**src/sv/cdc_pkg.sv**
```systemverilog
package cdc_pkg;

  localparam int unsigned YearW  = 14;
  localparam int unsigned MonthW = 4;
  localparam int unsigned DayW   = 5;

  localparam logic [YearW-1:0]  MinYear    = 14'd1900;
  localparam logic [YearW-1:0]  MaxYearDef = 14'd9999;
  localparam logic [MonthW-1:0] FirstMonth = 4'd1;
  localparam logic [MonthW-1:0] LastMonth  = 4'd12;
  localparam logic [DayW-1:0]   FirstDay   = 5'd1;
  localparam logic [DayW-1:0]   LastDayDec = 5'd31;

  // inverse of 25 modulo 2**YearW, and the largest product of a multiple of 25
  localparam logic [YearW-1:0] Inv25    = 14'd7209;
  localparam logic [YearW-1:0] Div25Lim = 14'd655;

  typedef enum logic [2:0] {
    ActLoad      = 3'd0,
    ActNextDay   = 3'd1,
    ActNextMonth = 3'd2,
    ActNextYear  = 3'd3,
    ActPrevDay   = 3'd4,
    ActPrevMonth = 3'd5
  } action_e;

  typedef enum logic [1:0] {
    StOk      = 2'd0,
    StDefault = 2'd1,
    StHeld    = 2'd2
  } status_e;

  typedef struct packed {
    logic [YearW-1:0]  year;
    logic [MonthW-1:0] month;
    logic [DayW-1:0]   day;
  } date_t;

  typedef struct packed {
    logic [2:0]        action;
    logic [YearW-1:0]  year;
    logic [MonthW-1:0] month;
    logic [DayW-1:0]   day;
  } cmd_t;

  function automatic logic [DayW-1:0] month_len(logic [MonthW-1:0] m, logic leap);
    logic [DayW-1:0] len;
    case (m)
      4'd2:                      len = leap ? 5'd29 : 5'd28;
      4'd4, 4'd6, 4'd9, 4'd11:   len = 5'd30;
      default:                   len = 5'd31;
    endcase
    return len;
  endfunction

endpackage

```
**src/sv/cdc_leap.sv**
```systemverilog
module cdc_leap
  import cdc_pkg::*;
(
  input  logic [YearW-1:0] year_i,
  output logic             leap_o
);

  logic [YearW-1:0] prod;
  logic             div25;

  assign prod   = year_i * Inv25;
  assign div25  = (prod <= Div25Lim);
  assign leap_o = (year_i[1:0] == 2'b00) && (!div25 || (year_i[3:0] == 4'b0000));

endmodule

```
**src/sv/cdc_step.sv**
```systemverilog
module cdc_step
  import cdc_pkg::*;
#(
  parameter logic [YearW-1:0] MaxYear = MaxYearDef
) (
  input  date_t       date_i,
  input  cmd_t        cmd_i,
  output date_t       date_o,
  output logic [1:0]  status_o
);

  logic             leap_cur;
  logic             leap_ld;
  logic [YearW-1:0] ld_year;
  logic             ld_held;
  logic             ld_year_repl;
  logic [DayW-1:0]  cur_len;
  logic [DayW-1:0]  prev_len;
  logic [MonthW-1:0] prev_month;

  always_comb begin
    ld_held      = 1'b0;
    ld_year_repl = 1'b0;
    ld_year      = cmd_i.year;
    if (cmd_i.year < MinYear) begin
      ld_year      = MinYear;
      ld_year_repl = 1'b1;
    end else if (cmd_i.year > MaxYear) begin
      ld_year = MaxYear;
      ld_held = 1'b1;
    end
  end

  cdc_leap u_leap_cur (
    .year_i (date_i.year),
    .leap_o (leap_cur)
  );

  cdc_leap u_leap_ld (
    .year_i (ld_year),
    .leap_o (leap_ld)
  );

  assign prev_month = date_i.month - 4'd1;
  assign cur_len    = month_len(date_i.month, leap_cur);
  assign prev_len   = month_len(prev_month, leap_cur);

  always_comb begin
    logic              repl;
    logic [MonthW-1:0] nm;
    logic [DayW-1:0]   nd;
    repl     = ld_year_repl;
    nm       = cmd_i.month;
    nd       = cmd_i.day;
    date_o   = date_i;
    status_o = StOk;
    case (action_e'(cmd_i.action))
      ActLoad: begin
        if (nm < FirstMonth || nm > LastMonth) begin
          nm   = FirstMonth;
          repl = 1'b1;
        end
        if (nd < FirstDay || nd > month_len(nm, leap_ld)) begin
          nd   = FirstDay;
          repl = 1'b1;
        end
        date_o.year  = ld_year;
        date_o.month = nm;
        date_o.day   = nd;
        status_o     = ld_held ? StHeld : (repl ? StDefault : StOk);
      end
      ActNextDay: begin
        if (date_i.day < cur_len) begin
          date_o.day = date_i.day + 5'd1;
        end else if (date_i.month < LastMonth) begin
          date_o.day   = FirstDay;
          date_o.month = date_i.month + 4'd1;
        end else if (date_i.year < MaxYear) begin
          date_o.day   = FirstDay;
          date_o.month = FirstMonth;
          date_o.year  = date_i.year + 14'd1;
        end else begin
          status_o = StHeld;
        end
      end
      ActNextMonth: begin
        if (date_i.month < LastMonth) begin
          date_o.month = date_i.month + 4'd1;
        end else if (date_i.year < MaxYear) begin
          date_o.month = FirstMonth;
          date_o.year  = date_i.year + 14'd1;
        end else begin
          status_o = StHeld;
        end
      end
      ActNextYear: begin
        if (date_i.year < MaxYear) begin
          date_o.year = date_i.year + 14'd1;
        end else begin
          status_o = StHeld;
        end
      end
      ActPrevDay: begin
        if (date_i.day > FirstDay) begin
          date_o.day = date_i.day - 5'd1;
        end else if (date_i.month > FirstMonth) begin
          date_o.month = prev_month;
          date_o.day   = prev_len;
        end else if (date_i.year > MinYear) begin
          date_o.year  = date_i.year - 14'd1;
          date_o.month = LastMonth;
          date_o.day   = LastDayDec;
        end else begin
          status_o = StHeld;
        end
      end
      ActPrevMonth: begin
        if (date_i.month > FirstMonth) begin
          date_o.month = prev_month;
        end else if (date_i.year > MinYear) begin
          date_o.month = LastMonth;
          date_o.year  = date_i.year - 14'd1;
        end else begin
          status_o = StHeld;
        end
      end
      default: begin
        date_o = date_i;
      end
    endcase
  end

endmodule

```
**src/sv/calendar_date_counter.sv**
```systemverilog
// Channel | Handshake              | Payload
// in      | in_valid_i, in_stall_o | action_i, new_year_i, new_month_i, new_day_i
// out     | out_valid_o, out_stall_i | cur_year_o, cur_month_o, cur_day_o, leap_flag_o, status_o
//
// One action per cycle sustained while out_stall_i is low; out_valid_o rises once a transfer in
// has passed the input register and then the date update into the state and result registers.
// Each leap test, for the update and for leap_flag_o, is one 14-bit constant multiply.
// Reset sets the date to 1900-01-01 and empties both registers.
// A stalled output holds its result; the input stage takes one more action, then stalls.
module calendar_date_counter
  import cdc_pkg::*;
#(
  parameter logic [YearW-1:0] MaxYear = MaxYearDef
) (
  input  logic              clk_i,
  input  logic              rst_ni,
  input  logic              in_valid_i,
  output logic              in_stall_o,
  input  logic [2:0]        action_i,
  input  logic [YearW-1:0]  new_year_i,
  input  logic [MonthW-1:0] new_month_i,
  input  logic [DayW-1:0]   new_day_i,
  output logic              out_valid_o,
  input  logic              out_stall_i,
  output logic [YearW-1:0]  cur_year_o,
  output logic [MonthW-1:0] cur_month_o,
  output logic [DayW-1:0]   cur_day_o,
  output logic              leap_flag_o,
  output logic [1:0]        status_o
);

  logic       cmd_valid_q;
  cmd_t       cmd_q;
  date_t      date_q;
  date_t      date_d;
  logic [1:0] status_d;
  logic       out_valid_q;
  date_t      res_q;
  logic [1:0] status_q;
  logic       advance;
  logic       accept;

  assign advance    = cmd_valid_q && (!out_valid_q || !out_stall_i);
  assign in_stall_o = cmd_valid_q && !advance;
  assign accept     = in_valid_i && !in_stall_o;

  always_ff @(posedge clk_i or negedge rst_ni) begin
    if (!rst_ni) begin
      cmd_valid_q <= 1'b0;
    end else if (accept) begin
      cmd_valid_q <= 1'b1;
    end else if (advance) begin
      cmd_valid_q <= 1'b0;
    end
  end

  always_ff @(posedge clk_i) begin
    if (accept) begin
      cmd_q <= '{action: action_i, year: new_year_i, month: new_month_i, day: new_day_i};
    end
  end

  cdc_step #(
    .MaxYear (MaxYear)
  ) u_step (
    .date_i   (date_q),
    .cmd_i    (cmd_q),
    .date_o   (date_d),
    .status_o (status_d)
  );

  always_ff @(posedge clk_i or negedge rst_ni) begin
    if (!rst_ni) begin
      date_q      <= '{year: MinYear, month: FirstMonth, day: FirstDay};
      out_valid_q <= 1'b0;
    end else begin
      if (advance) begin
        date_q      <= date_d;
        out_valid_q <= 1'b1;
      end else if (!out_stall_i) begin
        out_valid_q <= 1'b0;
      end
    end
  end

  always_ff @(posedge clk_i) begin
    if (advance) begin
      res_q    <= date_d;
      status_q <= status_d;
    end
  end

  cdc_leap u_leap_out (
    .year_i (res_q.year),
    .leap_o (leap_flag_o)
  );

  assign out_valid_o = out_valid_q;
  assign cur_year_o  = res_q.year;
  assign cur_month_o = res_q.month;
  assign cur_day_o   = res_q.day;
  assign status_o    = status_q;

endmodule
```
**config.mk**
```make
export PLATFORM = sky130hd
export DESIGN_NAME = calendar_date_counter
export DESIGN_NICKNAME = d
export VERILOG_FILES = /design/src/sv/cdc_pkg.sv /design/src/sv/cdc_leap.sv /design/src/sv/cdc_step.sv /design/src/sv/calendar_date_counter.sv
export SDC_FILE = /design/constraint.sdc
export NUM_CORES = 1
export LEC_CHECK = 0
export BUFFER_PORTS_ARGS = -buffer_cell sky130_fd_sc_hd__buf_2
export CAP_MARGIN = 10
export CORE_MARGIN = 3
export CORE_UTILIZATION = 57
export CTS_BUF_LIST = sky130_fd_sc_hd__clkbuf_4 sky130_fd_sc_hd__clkbuf_8 sky130_fd_sc_hd__clkbuf_16
export DETAILED_ROUTE_END_ITERATION = 16
export PLACE_DENSITY = 0.89
export SLEW_MARGIN = 20
export SYNTH_ARGS = -nofsm -noshare
export SYNTH_HDL_FRONTEND = slang
export SYNTH_SLANG_ARGS = --single-unit
```
**constraint.sdc**
```tcl
create_clock -name clk_i -period 5.65 [get_ports clk_i]
set_clock_uncertainty 0.1 [all_clocks]
set_input_delay 1.4125 -clock clk_i [delete_from_list [all_inputs] [get_ports clk_i]]
set_output_delay 1.4125 -clock clk_i [all_outputs]
set_load 0.005 [all_outputs]
```
Yosys cells after proc, flatten, opt, wreduce, memory -nomap -nowiden --
Cells that the tools add are included.
Word-level totals: register bits 76, input bits 30, output and inout port bits 28
Cells by class: add/subtract/negate cells 6, multipliers 3, magnitude comparators 15, equality and inequality tests 21, multiplexer cells 50, reductions and logical operators 30
Operators with widths (count):
- $mux 14 | 7
- $pmux 14 s6 | 1
- $mux 18 | 4
- $mux 23 | 2
- $le 14x10->1 const B | 3
- $mul 14x13->14 const B | 3
- $pmux 5 s2 | 3
- $eq 4x3->1 const B | 6
- $eq 4x4->1 const B | 6
- $mux 5 | 4
- $pmux 4 s5 | 1
- $mux 9 | 2
- $mux 4 | 4
- $pmux 5 s3 | 1
- $add 14x1->14 const B | 1
- $gt 14x11->1 const B | 1
- $gt 14x14->1 const B | 1
- $lt 14x11->1 const B | 1
- $lt 14x14->1 const B | 1
- $mux 2 | 7
- $sub 14x1->14 const B | 1
- $mux 1 | 13
- $eq 4x2->1 const B | 3
- $logic_not 4->1 | 3
- 24 further kinds | 46

Depth between registers and ports, before layout --
word-level depth 18, mapped depth 28, gate-level depth less buffers 28

Hierarchy --
Synthesis repeated with hierarchy kept, for this count alone.
Unflattened totals: cell total of the unflattened synthesis 959, area total of the unflattened synthesis 8841.0 um^2
By module, submodules not included:
- cdc_step | instances 1, cells an instance 448, area each 2778.9 um^2, sequential area each 0.0 um^2
- calendar_date_counter | instances 1, cells an instance 107, area each 2498.6 um^2, sequential area each 2168.3 um^2
- cdc_leap (u_step.u_leap_ld) | instances 1, cells an instance 135, area each 1206.2 um^2, sequential area each 0.0 um^2
- cdc_leap (u_leap_out) | instances 1, cells an instance 137, area each 1188.6 um^2, sequential area each 0.0 um^2
- cdc_leap (u_step.u_leap_cur) | instances 1, cells an instance 132, area each 1168.6 um^2, sequential area each 0.0 um^2

Worst setup path before layout --
Ideal clock, no wire load.
kind register -> register, start point reg cmd_q[16] (netlist name), end point reg res_q, in the netlist cur_day_o[1], data pin, arrival 5.832 ns, data required time 5.284 ns, slack -0.548 ns, stages on the path, launching flop included 27, period minus slack after synthesis 6.198 ns, path through edfxtp_1 o41ai_1 o31ai_1 a21oi_1 ha_1 ha_1 ha_1 ha_1 inv_1 fa_1 fa_1 inv_1 ha_1 a211o_1 a21oi_1 o2111ai_1 nor2_1 a21oi_1 ha_1 nand2_1 o211ai_1 a31oi_1 o311ai_0 a21o_1 a41oi_1 o21a_1 a21oi_1
RTL lines:
- from (decl) | line calendar_date_counter.sv:33 | cmd_t cmd_q;
- from (signal assigned) | line calendar_date_counter.sv:59 | cmd_q <= '{action: action_i, year: new_year_i, month: new_month_i, day: new_day_i};
- to (signal assigned) | line calendar_date_counter.sv:88 | res_q <= date_d;
- to (decl) | line calendar_date_counter.sv:38 | date_t res_q;

==> impl_metrics.env <==
export IMPL_status="complete, but fails checks"
export IMPL_violations="setup timing"
export IMPL_gp_congestion=1.08
export IMPL_drt_wl_total_um=29000
export IMPL_yosys_area_top_type="ha_1"
export IMPL_worst_ep_arrival_time_ns=6.19
export IMPL_regArea_mm2=0.00217
export IMPL_tritoncts="done"
export IMPL_dieHeight_um=134
export IMPL_finalMaxSlewViolations=0
export IMPL_max_slew_margin_pct=32.4
export IMPL_yosys_most_used_dff="edfxtp_1"
export IMPL_end_kind="flip-flop"
export IMPL_power_density_mw_per_mm2=701
export IMPL_layout_drive_gt1_share_pct=21.6
export IMPL_drtPass1Iterations=6
export IMPL_yosysMostFrequentCell="ha_1"
export IMPL_worstPathMaxFanout=5
export IMPL_finish_utilization_pct=69.3
export IMPL_maxCapViolations=0
export IMPL_fin_cells=1409
export IMPL_ys_seq_area_share_pct=23.2
export IMPL_die_w_um=134
export IMPL_clk_pin_slew_ns=0.06
export IMPL_dpl_cell_area_mm2=0.0103
export IMPL_clock_latency_ns=0.35
export IMPL_syn_nets=1273
export IMPL_coreArea_mm2=0.0159
export IMPL_layout_nets=1380
export IMPL_dp_cells=1376
export IMPL_fin_setup_tns_ns=-3.10
export IMPL_final_min_clock_period_ns=6.20
export IMPL_setup_viol=11
export IMPL_grtUsageTotal_pct=31.1
export IMPL_fin_hold_ws_ns=0.394
export IMPL_drt_iter0_drc=1168
export IMPL_hold_violations=0
export IMPL_synth_edff_count=51
export IMPL_required_ns=5.64
export IMPL_cts_root_buf="clkbuf_16"
export IMPL_io_pin_count=58
export IMPL_grt_overflow_total=0
export IMPL_cts_hold_buf=0
export IMPL_syn2layout_area_growth_pct=18.2
export IMPL_fin_area_mm2=0.0110
export IMPL_worst_ir_drop_vdd_v=0.000572
export IMPL_finalWorstSetupSlack_ns=-0.550
export IMPL_ant_nets=0
export IMPL_multi_input_area_mm2=0.00687
export IMPL_synth_warnings=0
export IMPL_rsz0062_at_grt="true"
export IMPL_post_route_drc_count=0
export IMPL_numCtsBuffers=9
export IMPL_finalPower_mw=7.74
export IMPL_worst_pin_slew_ns=1.01
export IMPL_dp_slack_ns=-0.530
export IMPL_clkSinkCount=76
export IMPL_die_area_mm2=0.0180
export IMPL_synth_cells=1080
export IMPL_initial_core_util_pct=58.6
export IMPL_antenna_found_initial=1
export IMPL_async_flop_share_pct=32.9
export IMPL_synth_cell_types=84
export IMPL_ys_top_cells_by_area="ha_1 (18%), edfxtp_1 (16%), fa_1 (6.9%)"
export IMPL_grt_pass1_wl_um=44900
export IMPL_synth_common_cells="ha_1 (131), inv_1 (120), a21oi_1 (80), nor2_1 (72), nand2_1 (69)"
export IMPL_grt_start_max_net_pins=27
export IMPL_clk_path_buf_depth=2
export IMPL_ys_seq_elements=76
export IMPL_port_buffers=57
export IMPL_viasPerCell=6.57
export IMPL_worst_setup_path_start_kind="flip-flop"
export IMPL_post_dp_hpwl_um=20700
export IMPL_syn_cell_area_mm2=0.00935
export IMPL_min_path_type="flip-flop to flip-flop"
export IMPL_clock_fmax_mhz=161
export IMPL_synth_top_cell_area_share_pct=17.5
export IMPL_crit_type="flip-flop to flip-flop"
export IMPL_avgSynthCellArea_um2=8.65
export IMPL_wire_per_inst_um=20.6
export IMPL_dr_total_vias=9257
export IMPL_h_tree_depth=3
export IMPL_finalCritPeriodShare_pct=110
export IMPL_grt_pass1_vias=8965
export IMPL_rows=46
export IMPL_p_leak_nw=4.96
export IMPL_n_fill_cell=1127
## sequential cells by signal, summed over array words and instances (netlist names)
signal and count:
cmd_q 26, cmd_valid_q 1, cur_day_o 5, cur_month_o 4, cur_year_o 14, date_q 23
out_valid_o 1, status_o 2
## cells in the final DEF, fill, tap and decap left out, drive strengths merged, types with 11 or more instances in the layout
master,Yosys,layout
buf,9,146
ha,131,131
inv,120,120
a21oi,80,80
nor2,74,74
nand2,69,69
o21ai,55,55
xnor2,54,54
edfxtp,51,51
nor3,34,34
fa,32,32
nand3,27,27
a211oi,17,17
dfrtp,16,16
a31oi,16,16
a21o,15,15
and3,14,14
xor2,13,13
nor4,13,13
o211ai,12,12
nand2b,12,12
or3,12,12
clkbuf,42,12
nand4,11,11
## final cells by class
cell class,count,area share [%]
repair buffers,147,8.77
flip-flops and latches,76,19.6
well taps,216,2.45
diodes,1,0.0227
multi-input cells,832,62.2
clock inverters,5,0.691
inverters,121,4.11
clock buffers,11,2.17
## worst paths after layout
check | startpoint | end | slack (ns) | cells after the start
worst min register to register | cmd_valid_q | out_valid_o | 0.39 | 1
worst max register to register | cmd_q[16] | cur_day_o[1] | -0.55 | 26
max in group asynchronous | rst_ni | date_q[16] | 4.00 | 1
min in group asynchronous | rst_ni | date_q[1] | 1.00 | 1
worst max-delay path | cmd_q[16] | cur_day_o[1] | -0.55 | 26
worst min-delay path | cmd_valid_q | out_valid_o | 0.39 | 1
## power by group
part           leakage, nW  switching (mW)  internal, mW
combinational         4.02            3.42          2.71
clock                0.154           0.225         0.394
sequential           0.781           0.219         0.767
## critical path, cell delays in order, from the launching register on
cell and delay [ns]:
edfxtp_1 0.47, o41ai_4 0.48, o31ai_2 0.14, a21oi_2 0.17, ha_1 0.32, ha_4 0.32
ha_4 0.20, ha_4 0.26, inv_2 0.03, fa_1 0.46, fa_2 0.55, inv_2 0.05
ha_4 0.25, a211o_1 0.25, a21oi_2 0.15, o2111ai_1 0.16, nor2_1 0.17, a21oi_2 0.08
ha_1 0.28, nand2_1 0.07, o211ai_1 0.12, a31oi_1 0.18, o311ai_1 0.14, a21o_1 0.18
a41oi_2 0.19, buf_4 0.15, a21oi_1 0.06
## metal layers
layer	wire, um	share of wire [%]	GRT usage, %	vias to the layer above
met5	0	0	0	-
met4	1510	5.2	15.2	0
met3	3220	11	7.73	131
met2	13400	46	51.4	630
met1	10800	37	38.2	4362
li1	-	-	-	4134
## logic make-up (layout without fill, tap and decap cells)
logic type	after synthesis	count (layout)	share of synthesized area, %
flops	76	76	23.2
buf+inv	172	284	7.20
fa+ha+maj	164	164	24.5
xor+xnor	68	68	6.52
other cells	0	1	0
mux	10	10	1.08
compound gates	291	291	21.1
simple gates	299	299	16.4
## what timing repair did
item / CTS / global route
setup buffers: 7 / 9
gates resized for setup: 22 / 40
pin swaps: 12 / 35
endpoints found under the setup margin: 12 / 12
Note: power is estimated with default switching activity, not from simulation.
